$ cat src/rtl/core/mlfd_pkg.sv
package mlfd_pkg;

  localparam int WIN_LEN   = 14;
  localparam int FRAME_LEN = WIN_LEN + 1;

  localparam int Q_DEPTH = 2;
  localparam int Q_PTR_W = 1;
  localparam int Q_CNT_W = 2;

  typedef logic [7:0] byte_t;
  typedef byte_t [FRAME_LEN-1:0] frame_t;
  typedef logic [4:0] digit_t;

  localparam byte_t FRAME_START = 8'h02;
  localparam byte_t SEG_LO_MASK = 8'h0e;
  localparam byte_t SEG_HI_MASK = 8'hf0;

  // symbol codes
  localparam digit_t DIG_BLANK   = 5'd10;
  localparam digit_t DIG_MINUS   = 5'd11;
  localparam digit_t DIG_L       = 5'd12;
  localparam digit_t DIG_C       = 5'd13;
  localparam digit_t DIG_F       = 5'd14;
  localparam digit_t DIG_E       = 5'd15;
  localparam digit_t DIG_N       = 5'd16;
  localparam digit_t DIG_R       = 5'd17;
  localparam digit_t DIG_UNKNOWN = 5'd18;

  localparam logic [2:0] PFX_NONE  = 3'd0;
  localparam logic [2:0] PFX_MEGA  = 3'd1;
  localparam logic [2:0] PFX_KILO  = 3'd2;
  localparam logic [2:0] PFX_MILLI = 3'd3;
  localparam logic [2:0] PFX_MICRO = 3'd4;
  localparam logic [2:0] PFX_NANO  = 3'd5;

  localparam logic [2:0] UNIT_NONE   = 3'd0;
  localparam logic [2:0] UNIT_DEGC   = 3'd1;
  localparam logic [2:0] UNIT_DEGF   = 3'd2;
  localparam logic [2:0] UNIT_OHM    = 3'd3;
  localparam logic [2:0] UNIT_FARAD  = 3'd4;
  localparam logic [2:0] UNIT_HERTZ  = 3'd5;
  localparam logic [2:0] UNIT_VOLT   = 3'd6;
  localparam logic [2:0] UNIT_AMPERE = 3'd7;

  localparam logic [2:0] MODE_NONE  = 3'd0;
  localparam logic [2:0] MODE_DC    = 3'd1;
  localparam logic [2:0] MODE_AC    = 3'd2;
  localparam logic [2:0] MODE_TEMP  = 3'd3;
  localparam logic [2:0] MODE_OHMS  = 3'd4;
  localparam logic [2:0] MODE_CAP   = 3'd5;
  localparam logic [2:0] MODE_FREQ  = 3'd6;
  localparam logic [2:0] MODE_DIODE = 3'd7;

  function automatic digit_t seg_code(input byte_t lo, input byte_t hi);
    byte_t  pat;
    digit_t code;
    pat = (lo & SEG_LO_MASK) | ({hi[3:0], 4'h0} & SEG_HI_MASK);
    unique case (pat)
      8'hbe:   code = 5'd0;
      8'ha0:   code = 5'd1;
      8'hda:   code = 5'd2;
      8'hf8:   code = 5'd3;
      8'he4:   code = 5'd4;
      8'h7c:   code = 5'd5;
      8'h7e:   code = 5'd6;
      8'ha8:   code = 5'd7;
      8'hfe:   code = 5'd8;
      8'hfc:   code = 5'd9;
      8'h00:   code = DIG_BLANK;
      8'h40:   code = DIG_MINUS;
      8'h16:   code = DIG_L;
      8'h1e:   code = DIG_C;
      8'h4e:   code = DIG_F;
      8'h5e:   code = DIG_E;
      8'h62:   code = DIG_N;
      8'h42:   code = DIG_R;
      default: code = DIG_UNKNOWN;
    endcase
    return code;
  endfunction

endpackage

$ cat src/rtl/core/meter_lcd_frame_decoder.sv
// channel | signals                       | moves
// input   | in_valid, in_stall, rx_byte   | one serial byte per transaction
// output  | out_valid, out_stall, digit_a..d, decimals, flags, prefix, unit, mode
//         |                               | one decoded frame per transaction
// one byte is taken every cycle while the two-entry frame queue has room
// the edge taking a frame's last byte writes the queue; a pop loads the output
// reset clears the byte window to zeros and empties the queue and output register
// out_stall fills the queue; in_stall rises only when both entries hold frames
module meter_lcd_frame_decoder import mlfd_pkg::*; (
  input  logic       clk,
  input  logic       rst,
  input  logic       in_valid,
  output logic       in_stall,
  input  logic [7:0] rx_byte,
  output logic       out_valid,
  input  logic       out_stall,
  output logic [4:0] digit_a,
  output logic [4:0] digit_b,
  output logic [4:0] digit_c,
  output logic [4:0] digit_d,
  output logic [1:0] decimals,
  output logic [4:0] flags,
  output logic [2:0] prefix,
  output logic [2:0] unit,
  output logic [2:0] mode
);

  logic   q_full;
  logic   push;
  frame_t push_frame;
  logic   q_valid;
  logic   pop;
  frame_t q_frame;

  mlfd_front u_front (
    .clk        (clk),
    .rst        (rst),
    .in_valid   (in_valid),
    .in_stall   (in_stall),
    .rx_byte    (rx_byte),
    .q_full     (q_full),
    .push       (push),
    .push_frame (push_frame)
  );

  mlfd_queue u_queue (
    .clk        (clk),
    .rst        (rst),
    .push       (push),
    .push_frame (push_frame),
    .full       (q_full),
    .q_valid    (q_valid),
    .pop        (pop),
    .q_frame    (q_frame)
  );

  mlfd_back u_back (
    .clk       (clk),
    .rst       (rst),
    .q_valid   (q_valid),
    .q_frame   (q_frame),
    .pop       (pop),
    .out_valid (out_valid),
    .out_stall (out_stall),
    .digit_a   (digit_a),
    .digit_b   (digit_b),
    .digit_c   (digit_c),
    .digit_d   (digit_d),
    .decimals  (decimals),
    .flags     (flags),
    .prefix    (prefix),
    .unit      (unit),
    .mode      (mode)
  );

endmodule

$ cat src/rtl/core/mlfd_front.sv
module mlfd_front import mlfd_pkg::*; (
  input  logic   clk,
  input  logic   rst,
  input  logic   in_valid,
  output logic   in_stall,
  input  byte_t  rx_byte,
  input  logic   q_full,
  output logic   push,
  output frame_t push_frame
);

  byte_t  window [WIN_LEN];
  logic   accept;
  logic   frame_ok;

  assign in_stall = q_full;
  assign accept   = in_valid && !in_stall;

  always_comb begin
    for (int i = 0; i < WIN_LEN; i++) begin
      push_frame[i] = window[i];
    end
    push_frame[WIN_LEN] = rx_byte;
  end

  // start byte then tags 1..14 in the high nibbles
  always_comb begin
    frame_ok = (push_frame[0] == FRAME_START);
    for (int i = 1; i < FRAME_LEN; i++) begin
      if (push_frame[i][7:4] != 4'(i)) begin
        frame_ok = 1'b0;
      end
    end
  end

  assign push = accept && frame_ok;

  always_ff @(posedge clk) begin
    if (rst) begin
      for (int i = 0; i < WIN_LEN; i++) begin
        window[i] <= '0;
      end
    end else if (accept) begin
      for (int i = 0; i < WIN_LEN - 1; i++) begin
        window[i] <= window[i+1];
      end
      window[WIN_LEN-1] <= rx_byte;
    end
  end

endmodule

$ cat src/rtl/core/mlfd_queue.sv
module mlfd_queue import mlfd_pkg::*; (
  input  logic   clk,
  input  logic   rst,
  input  logic   push,
  input  frame_t push_frame,
  output logic   full,
  output logic   q_valid,
  input  logic   pop,
  output frame_t q_frame
);

  frame_t               mem [Q_DEPTH];
  logic [Q_PTR_W-1:0]   wr_ptr;
  logic [Q_PTR_W-1:0]   rd_ptr;
  logic [Q_CNT_W-1:0]   cnt;

  assign full    = (cnt == Q_CNT_W'(Q_DEPTH));
  assign q_valid = (cnt != '0);
  assign q_frame = mem[rd_ptr];

  always_ff @(posedge clk) begin
    if (push) begin
      mem[wr_ptr] <= push_frame;
    end
  end

  always_ff @(posedge clk) begin
    if (rst) begin
      wr_ptr <= '0;
      rd_ptr <= '0;
      cnt    <= '0;
    end else begin
      if (push) begin
        wr_ptr <= wr_ptr + 1'b1;
      end
      if (pop) begin
        rd_ptr <= rd_ptr + 1'b1;
      end
      unique case ({push, pop})
        2'b10:   cnt <= cnt + 1'b1;
        2'b01:   cnt <= cnt - 1'b1;
        default: cnt <= cnt;
      endcase
    end
  end

`ifndef SYNTH
  a_cnt_bound: assert property (@(posedge clk) disable iff (rst)
    cnt <= Q_CNT_W'(Q_DEPTH))
    else $error("queue count beyond depth");

  a_no_overflow: assert property (@(posedge clk) disable iff (rst)
    !(push && full))
    else $error("push into full queue");

  a_no_underflow: assert property (@(posedge clk) disable iff (rst)
    pop |-> q_valid)
    else $error("pop from empty queue");

  a_cnt_track: assert property (@(posedge clk) disable iff (rst)
    (push && !pop) |=> cnt == $past(cnt) + 1'b1)
    else $error("count missed a push");
`endif

endmodule

$ cat src/rtl/core/mlfd_back.sv
module mlfd_back import mlfd_pkg::*; (
  input  logic       clk,
  input  logic       rst,
  input  logic       q_valid,
  input  frame_t     q_frame,
  output logic       pop,
  output logic       out_valid,
  input  logic       out_stall,
  output digit_t     digit_a,
  output digit_t     digit_b,
  output digit_t     digit_c,
  output digit_t     digit_d,
  output logic [1:0] decimals,
  output logic [4:0] flags,
  output logic [2:0] prefix,
  output logic [2:0] unit,
  output logic [2:0] mode
);

  digit_t     d0, d1, d2, d3;
  logic       temp, dc, ac, over, numeric;
  logic [1:0] point;
  logic [1:0] dec_n;
  logic [4:0] flags_n;
  logic [2:0] prefix_n, unit_n, mode_n;

  assign pop = q_valid && (!out_valid || !out_stall);

  always_comb begin
    d0 = seg_code(q_frame[3], q_frame[4]);
    d1 = seg_code(q_frame[5], q_frame[6]);
    d2 = seg_code(q_frame[7], q_frame[8]);
    d3 = seg_code(q_frame[9], q_frame[10]);

    temp = (d3 == DIG_C) || (d3 == DIG_F);

    // leftmost point wins over the ones to its right
    priority if (q_frame[5][0]) begin
      point = 2'd3;
    end else if (q_frame[7][0]) begin
      point = 2'd2;
    end else if (q_frame[9][0]) begin
      point = 2'd1;
    end else begin
      point = 2'd0;
    end
    if (point == 2'd0) begin
      dec_n = 2'd0;
    end else if (temp) begin
      dec_n = point - 2'd1;
    end else begin
      dec_n = point;
    end

    over    = (d1 == 5'd0) && (d2 == DIG_L);
    numeric = !over && (d0 <= DIG_MINUS) && (d1 <= DIG_MINUS) && (d2 <= DIG_MINUS)
              && (temp || (d3 <= DIG_MINUS));

    flags_n = {q_frame[1][3], q_frame[11][3], numeric, over, q_frame[3][0]};

    priority if (q_frame[11][1]) begin
      prefix_n = PFX_MEGA;
    end else if (q_frame[11][0]) begin
      prefix_n = PFX_KILO;
    end else if (q_frame[13][0]) begin
      prefix_n = PFX_MILLI;
    end else if (q_frame[13][1]) begin
      prefix_n = PFX_MICRO;
    end else if (q_frame[12][0]) begin
      prefix_n = PFX_NANO;
    end else begin
      prefix_n = PFX_NONE;
    end

    dc = q_frame[1][2];
    ac = q_frame[1][1];
    mode_n = dc ? MODE_DC : (ac ? MODE_AC : MODE_NONE);
    unit_n = UNIT_NONE;
    priority if (temp) begin
      unit_n   = (d3 == DIG_C) ? UNIT_DEGC : UNIT_DEGF;
      mode_n   = MODE_TEMP;
      prefix_n = PFX_NONE;
    end else if (q_frame[12][2]) begin
      unit_n = UNIT_OHM;
      mode_n = MODE_OHMS;
    end else if (q_frame[13][2]) begin
      unit_n = UNIT_FARAD;
      mode_n = MODE_CAP;
    end else if (q_frame[12][1]) begin
      unit_n = UNIT_HERTZ;
      mode_n = MODE_FREQ;
    end else if (q_frame[14][2]) begin
      unit_n = UNIT_VOLT;
      if (!dc && !ac) begin
        mode_n = MODE_DIODE;
      end
    end else if (q_frame[14][1]) begin
      unit_n = UNIT_AMPERE;
    end else begin
      unit_n = UNIT_NONE;
    end
  end

  always_ff @(posedge clk) begin
    if (rst) begin
      out_valid <= 1'b0;
    end else if (pop) begin
      out_valid <= 1'b1;
    end else if (!out_stall) begin
      out_valid <= 1'b0;
    end
  end

  always_ff @(posedge clk) begin
    if (pop) begin
      digit_a  <= d0;
      digit_b  <= d1;
      digit_c  <= d2;
      digit_d  <= d3;
      decimals <= dec_n;
      flags    <= flags_n;
      prefix   <= prefix_n;
      unit     <= unit_n;
      mode     <= mode_n;
    end
  end

endmodule
$ cat config.mk
export PLATFORM = sky130hd
export DESIGN_NAME = meter_lcd_frame_decoder
export DESIGN_NICKNAME = d
export VERILOG_FILES = /design/src/rtl/core/mlfd_pkg.sv /design/src/rtl/core/meter_lcd_frame_decoder.sv /design/src/rtl/core/mlfd_front.sv /design/src/rtl/core/mlfd_queue.sv /design/src/rtl/core/mlfd_back.sv
export SDC_FILE = /design/constraint.sdc
export NUM_CORES = 1
export LEC_CHECK = 0
export ABC_CLOCK_PERIOD_IN_PS = 6500
export BUFFER_PORTS_ARGS = -buffer_cell sky130_fd_sc_hd__buf_4
export CORE_ASPECT_RATIO = 1.1
export CORE_MARGIN = 8
export CORE_UTILIZATION = 60
export CTS_CLUSTER_DIAMETER = 60
export DETAILED_ROUTE_END_ITERATION = 8
export PLACE_DENSITY = 0.78
export SYNTH_ARGS = -nofsm -noshare
export SYNTH_HDL_FRONTEND = slang
export SYNTH_SLANG_ARGS = --single-unit
$ cat constraint.sdc
create_clock -name clk -period 6.5 [get_ports clk]
set_input_delay 1.3 -clock clk [delete_from_list [all_inputs] [get_ports clk]]
set_output_delay 1.3 -clock clk [all_outputs]
set_load 0.02 [all_outputs]
==> results of run 1 <==
[where the power goes]
part / leakage, µW / internal (µW) / switching [µW]
sequential: 0.00245 / 1890 / 91.8
clock: 0.000372 / 787 / 576
combinational: 0.00153 / 206 / 301
[flip-flops by register name (all words and copies together), names as in the netlist, named ones only]
| register | count |
|---|---|
| u_queue.mem | 92 |
| u_queue.wr_ptr | 1 |
| u_back.digit_d | 5 |
| u_back.flags | 5 |
| u_back.digit_a | 5 |
| u_front.window | 112 |
| u_back.out_valid | 1 |
| u_back.digit_b | 5 |
| u_back.digit_c | 5 |
| u_back.prefix | 3 |
| u_back.decimals | 2 |
| u_queue.cnt | 2 |
| u_back.mode | 3 |
| u_queue.rd_ptr | 1 |
| u_back.unit | 3 |
[area by class of cell]
class | instances | area (µm²) | share of cell area (%)
Clock buffer | 30 | 644 | 5.18
Clock inverter | 12 | 125 | 1.01
Inverter | 13 | 48.8 | 0.392
Multi-Input combinational cell | 528 | 3580 | 28.8
Sequential cell | 246 | 7330 | 58.9
Tap cell | 243 | 304 | 2.44
Timing Repair Buffer | 55 | 413 | 3.32
[cell usage in the layout, fill, tap and decap left out, drive strengths merged, types with 3 or more instances in the layout]
| master | netlist | layout |
|---|---|---|
| a22oi | 12 | 12 |
| clkbuf | 11 | 30 |
| o32ai | 3 | 3 |
| buf | 18 | 55 |
| or3 | 10 | 10 |
| dfxtp | 6 | 6 |
| nor2 | 35 | 35 |
| a31oi | 3 | 3 |
| nand3b | 19 | 19 |
| nor4 | 4 | 4 |
| o21ai | 20 | 20 |
| a21oi | 21 | 21 |
| a222oi | 6 | 6 |
| or3b | 18 | 18 |
| mux2i | 21 | 21 |
| nor3b | 6 | 6 |
| a211oi | 7 | 7 |
| o31ai | 7 | 7 |
| nor2b | 36 | 36 |
| o211ai | 6 | 6 |
| and2 | 85 | 85 |
| nand4bb | 3 | 3 |
| nand4b | 7 | 7 |
| nor3 | 9 | 9 |
| o2111ai | 3 | 3 |
| xnor2 | 7 | 7 |
| nand3 | 27 | 27 |
| nand4 | 9 | 9 |
| o221ai | 4 | 4 |
| and3b | 3 | 3 |
| clkinv | 0 | 6 |
| nand2b | 9 | 9 |
| mux2 | 13 | 13 |
| nor4bb | 8 | 8 |
| nand2 | 55 | 55 |
| inv | 13 | 16 |
| and3 | 6 | 6 |
| a32oi | 5 | 5 |
| edfxtp | 240 | 240 |
| nor4b | 6 | 6 |
[metal layers]
layer	vias up	track usage, %
li1	3245	-
met1	3346	23.3
met2	194	32.9
met3	33	3.38
met4	0	5.90
met5	-	0
[cells by family (layout without fill, tap and decap cells)]
group | count (synthesis) | after routing | synth area share, %
simple gates | 365 | 365 | 20.1
flops | 246 | 246 | 66.1
compound gates | 118 | 118 | 7.71
buf+inv | 42 | 110 | 1.95
mux | 34 | 34 | 3.22
xor+xnor | 9 | 9 | 0.711
fa+ha+maj | 2 | 2 | 0.226
[through the flow]
stage / area, µm² / utilization, %
6_report: 12400 / 68.1
4_1_cts: 12400 / 68.1
3_5_place_dp: 11700 / 63.9
2_1_floorplan: 11100 / -
5_1_grt: 12400 / 68.1
3_3_place_gp: 11700 / 63.9
[worst max-delay path by stage]
| stage | startpoint | end | cells after the start | slack, ns |
|---|---|---|---|---|
| after floorplan | rst | u_front.window[0][0]$_SDFFCE_PN0P_ | 3 | 1.41 |
| after global placement | rx_byte[5] | u_queue.mem[1][50]$_DFFE_PP_ | 7 | 2.64 |
| after detailed placement | rx_byte[5] | u_queue.mem[0][49]$_DFFE_PP_ | 7 | 2.62 |
| after CTS | register | u_back.flags[2]$_DFFE_PP_ | 7 | 2.96 |
| after global routing | register | u_back.digit_d[1]$_DFFE_PP_ | 7 | 2.70 |
| final | register | u_back.flags[2]$_DFFE_PP_ | 7 | 2.94 |
[worst max-delay path, cell delays in order (launching register included)]
cell and delay [ns]:
dfxtp_4 0.83, buf_4 0.70, or3b_1 0.47, a21oi_1 0.46
a31oi_2 0.31, o31ai_1 0.18, o211ai_1 0.16, nor4b_2 0.24
==> impl_metrics.py, run 1 <==
metrics = {
    "min_path": {
        "worstHoldEndpoint": "u_queue.mem[0][89]$_DFFE_PP_",
        "startpoint_of_the_tightest_hold_check_path": "u_front.window[0][89]$_SDFFCE_PP0P_",
        "hold-path-cell-count": 0,
        "timing.hold.worst.class": "register to register",
    },
    "timing": {
        "fin_crit_sh_pct": 54.8,
        "fin_setup_tns_ns": 0,
        "fin_ws_ns": 2.94,
        "final_period_minus_worst_setup_slack_ns": 3.56,
        "fin_skew_ns": 0.0178,
        "max_clock_freq_mhz": 281,
        "fin_hold_ws_ns": 0.468,
        "max_slew.worst_pin.slew_ns": 0.800,
        "slew_headroom_pct": 46.7,
        "hold_violations": 0,
        "report.final.slew_viol_count": 0,
        "finalSetupViolations": 0,
        "unrepaired_setup_endpoints_after_global_routing": "false",
    },
    "setup_path": {
        "timing.setup.critical_path_class": "register to register",
        "timing.critical_path.required_ns": 6.84,
        "worstSetupEndpointType": "register",
        "critPathArrivalTime_ns": 3.90,
        "regToRegSetupSlack_ns": 2.94,
        "ff2ff_path_depth": 7,
        "timing.critical_path.from_type": "register",
        "critical_path.reg2reg.endpoint": "u_back.flags[2]$_DFFE_PP_",
        "worstPathMaxFanout": 79,
    },
    "floorplan": {
        "boundaryPins": 50,
        "dieArea_um2": 23100,
        "start_util_pct": 60.6,
        "core.rowCount": 52,
        "die_y_extent_um": 159,
        "placeableCoreArea_um2": 18300,
        "die_w_um": 146,
    },
    "synthesis": {
        "synth_largest_type_area_fraction_pct": 65.0,
        "synthTopCellsByArea": "edfxtp_1 (65%), and2_1 (4.8%), nor2b_1 (2.0%), mux2i_1 (1.9%), nand2_1 (1.9%)",
        "yosys.cell_count.top_type": "edfxtp_1",
        "edff_count_synth": 240,
        "ys_seq_area_share_pct": 66.1,
        "syn_area_per_cell_um2": 13.6,
        "net_count_of_the_mapped_netlist": 830,
        "yosysUniqueCellTypes": 72,
        "ys_seq_elements": 246,
        "post-synth-top-area-cell": "edfxtp_1",
        "synth_async_sr_flop_share_pct": 0,
        "number_of_instances_in_the_synthesized_netlist": 816,
        "synth_top_cells_by_count": "edfxtp_1 (240), and2_1 (85), nand2_1 (55), nor2b_1 (36), nor2_1 (35)",
        "synth-main-ff-cell": "edfxtp_1",
        "post_synth_instance_area_um2": 11100,
        "yosys_warnings": 0,
    },
    "cts": {
        "cts_resized": 0,
        "cts_h_tree_lvls": 1,
        "post_cts.repair.setup_buffers": 0,
        "worst_skew_pair.late_latency_ns": 0.53,
        "tritoncts": "done",
        "cts.path.max_buffers": 3,
        "clkSinkCount": 246,
        "cts_inserted_buffers": 25,
        "clk_pin_slew_worst_paths_ns": 0.06,
        "hold_buffers": 0,
        "root_buffer_cell": "clkbuf_16",
    },
    "placed_design": {
        "placement.io_buffers": 49,
        "number_of_instances_in_the_placed_design": 1085,
        "dp_worst_setup_slack_ns": 2.62,
        "gp_congestion": 0.913,
        "detailed_place_hpwl_um": 14800,
    },
    "power_and_ir_drop": {
        "totalPowerFinal_uw": 3850,
        "power_density_over_the_cells_nw_per_um2": 309,
        "peakVddDrop_mv": 0.368,
        "power_leakage_uw": 0.00435,
    },
    "routing": {
        "wl_met1_um": 9440,
        "avgViaCountPerCell": 6.05,
        "drt-wirelength-per-cell_um": 19.5,
        "detailroute.wirelength.met3_um": 1230,
        "first_pass_iters": 7,
        "wl_met2_um": 10900,
        "postRouteWirelength_um": 22000,
        "initial_drc_count": 581,
        "post-route-drc-count": 0,
        "dr_total_vias": 6818,
        "ant_nets": 0,
        "highest-signal-layer": "met4",
    },
    "layout": {
        "antenna_cells_inserted": 0,
        "final-instance-count-excl-fill": 1127,
        "layout-drive-gt1-share_pct": 14.9,
        "layout-area-overhead-vs-synth_pct": 12.3,
        "finish.net_count": 883,
        "fillers": 1248,
    },
    "flow_run": {
        "drv_cap": 0,
    },
    "grt": {
        "groute.usage.overall_pct": 18.7,
        "grt_max_degree": 80,
        "number_of_antenna_violations_at_the_first_check_in_global_routing": 0,
        "grt_total_ovfl": 0,
        "grt_pass1_wl_um": 35000,
        "vias_in_the_first_global_route": 6904,
    },
    "status": {
        "status": "complete, no violations",
    },
}
(Power assumes the default switching activity.)
==> inputs of run 2 (changes only) <==
- ABC_CLOCK_PERIOD_IN_PS: 6500 -> 3090
- CORE_UTILIZATION: 60 -> 56
- PLACE_DENSITY: 0.78 -> 0.76
- clock period: 6.5 -> 3.09 ns (I/O delays scaled with it)
==> run 2 against run 1 <==
Net effect: hold slack lost 0.16 ns; fmax up 33%; critical endpoint unchanged; register-to-register slack worse by 2.5 ns; clock skew fell by 0.0061 ns; setup slack lost 2.5 ns; sequential power increased by 110%; first-iteration DRC count down 27%; clock power increased by 140%; largest cell class unchanged; design area rose by 2.1%; critical path depth stayed put; highest routed layer unchanged.
==> impl_metrics.py, run 2 (same netlist as run 1, synthesis figures left out) <==
metrics = {
    "layout": {
        "largestRegisters": "u_front.window x112, u_queue.mem x92",
        "area_of_the_multi_input_gates_um2": 3580,
        "layout-area-overhead-vs-synth_pct": 14.6,
        "layout.core_utilization_pct": 64.6,
        "layout-drive-gt1-share_pct": 16.9,
        "final_cell_mix": "edfxtp_1 (240), and2_1 (85), buf_4 (63)",
        "antenna_cells_inserted": 0,
        "largest_register": "u_front.window",
        "largest_register_ffs": 112,
        "fillers": 1457,
        "area.sequential_um2": 7330,
        "finish.net_count": 894,
        "layout_commonest_cell": "edfxtp_1",
    },
    "cts": {
        "cts_h_tree_lvls": 1,
        "hold_buffers": 0,
        "cts_resized": 0,
        "root_buffer_cell": "clkbuf_16",
        "worst_skew_pair.late_latency_ns": 0.51,
        "post_cts.repair.setup_buffers": 0,
        "cts.path.max_buffers": 3,
        "clk_pin_slew_worst_paths_ns": 0.07,
        "tritoncts": "done",
        "clkSinkCount": 246,
        "cts_inserted_buffers": 25,
    },
    "floorplan": {
        "dieArea_um2": 24600,
        "placeableCoreArea_um2": 19700,
        "die_y_extent_um": 164,
        "die_w_um": 150,
        "boundaryPins": 50,
        "start_util_pct": 56.4,
        "core.rowCount": 54,
    },
    "setup_path": {
        "slowest_delay_ns": 0.61,
        "critPathArrivalTime_ns": 3.01,
        "timing.critical_path.from_type": "register",
        "slowest_stage": "dfxtp_4",
        "worstPathCellList": "buf_4, or3b_2, o2bb2a_1, a32oi_1, nand4_1, a21oi_1, nor4b_2",
        "worstPathMaxFanout": 44,
        "timing.critical_path.required_ns": 3.42,
        "timing.setup.critical_path_class": "register to register",
        "worstSetupEndpointType": "register",
    },
    "routing": {
        "ant_nets": 0,
        "first_pass_iters": 6,
        "drt-wirelength-per-cell_um": 18.1,
        "dr_total_vias": 6757,
        "avgViaCountPerCell": 5.88,
        "initial_drc_count": 422,
        "postRouteWirelength_um": 20800,
        "post-route-drc-count": 0,
    },
    "timing": {
        "fin_ws_ns": 0.408,
        "report.final.slew_viol_count": 0,
        "hold_violations": 0,
        "finalSetupViolations": 0,
        "fin_crit_sh_pct": 86.8,
        "slew_headroom_pct": 59.2,
        "max_slew.worst_pin.slew_ns": 0.606,
        "fin_skew_ns": 0.0117,
        "fin_hold_ws_ns": 0.309,
        "unrepaired_setup_endpoints_after_global_routing": "false",
        "final_period_minus_worst_setup_slack_ns": 2.68,
        "max_clock_freq_mhz": 373,
    },
    "grt": {
        "groute.usage.overall_pct": 17.0,
        "grt_pass1_wl_um": 33700,
        "grt_total_ovfl": 0,
        "number_of_antenna_violations_at_the_first_check_in_global_routing": 0,
        "grt_max_degree": 81,
        "vias_in_the_first_global_route": 6548,
    },
    "status": {
        "status": "complete, no violations",
    },
    "placed_design": {
        "placement.io_buffers": 49,
        "gp_congestion": 0.902,
        "dp_worst_setup_slack_ns": 0.427,
        "detailed_place_hpwl_um": 14000,
    },
    "power_and_ir_drop": {
        "power_leakage_uw": 0.00448,
        "peakVddDrop_mv": 0.583,
        "power_density_over_the_cells_nw_per_um2": 665,
    },
    "min_path": {
        "timing.hold.worst.class": "primary input to register",
    },
    "flow_run": {
        "drv_cap": 0,
    },
}
[run 2: path summary, 6_finish.rpt]
kind                                                           from                             to  slack, ns  cells after the start
worst min-delay path                                     rx_byte[2]  u_queue.mem[0][114]$_DFFE_PP_       0.31                      1
worst max-delay path                                       register      u_back.flags[2]$_DFFE_PP_       0.41                      7
worst max register to register                             register      u_back.flags[2]$_DFFE_PP_       0.41                      7
worst min register to register  u_front.window[0][11]$_SDFFCE_PN0P_   u_queue.mem[0][11]$_DFFE_PP_       0.47                      0
[run 2: layer usage]
layer / track usage (%) / share of wire (%) / up-vias
met4: 4.37 / 1.5 / 0
met2: 27.7 / 47 / 179
li1: - / - / 3267
met3: 2.63 / 5.5 / 28
met1: 23.4 / 46 / 3283
met5: 0 / 0 / -
[run 2: critical path, delay by kind of cell, from the launching register on]
kind,cells,cell delay [ns]
compound gates,3,0.53
buf+inv,1,0.41
flops,1,0.61
simple gates,3,0.93
[run 2: layout make-up]
class | count | share of cell area (%)
tap | 252 | 2.48
timing repair buffer | 66 | 4.20
multi-input combinational | 528 | 28.2
sequential | 246 | 57.7
clock inverter | 14 | 1.69
clock buffer | 31 | 5.34
inverter | 13 | 0.384
[run 2: power by group]
part / switching (µW) / internal (µW)
Combinational: 666 / 464
Sequential: 148 / 3970
Clock: 1220 / 1990
[run 2: per-stage QoR]
stage	power (µW)	area [µm²]	instances	setup TNS [ns]
floorplan	4980	11100	816	-19.76
global placement	5300	11800	1105	0
detailed placement	5320	11800	1105	0
CTS	8530	12700	1150	0
global route	8780	12700	1150	0
finish	8450	12700	1150	0
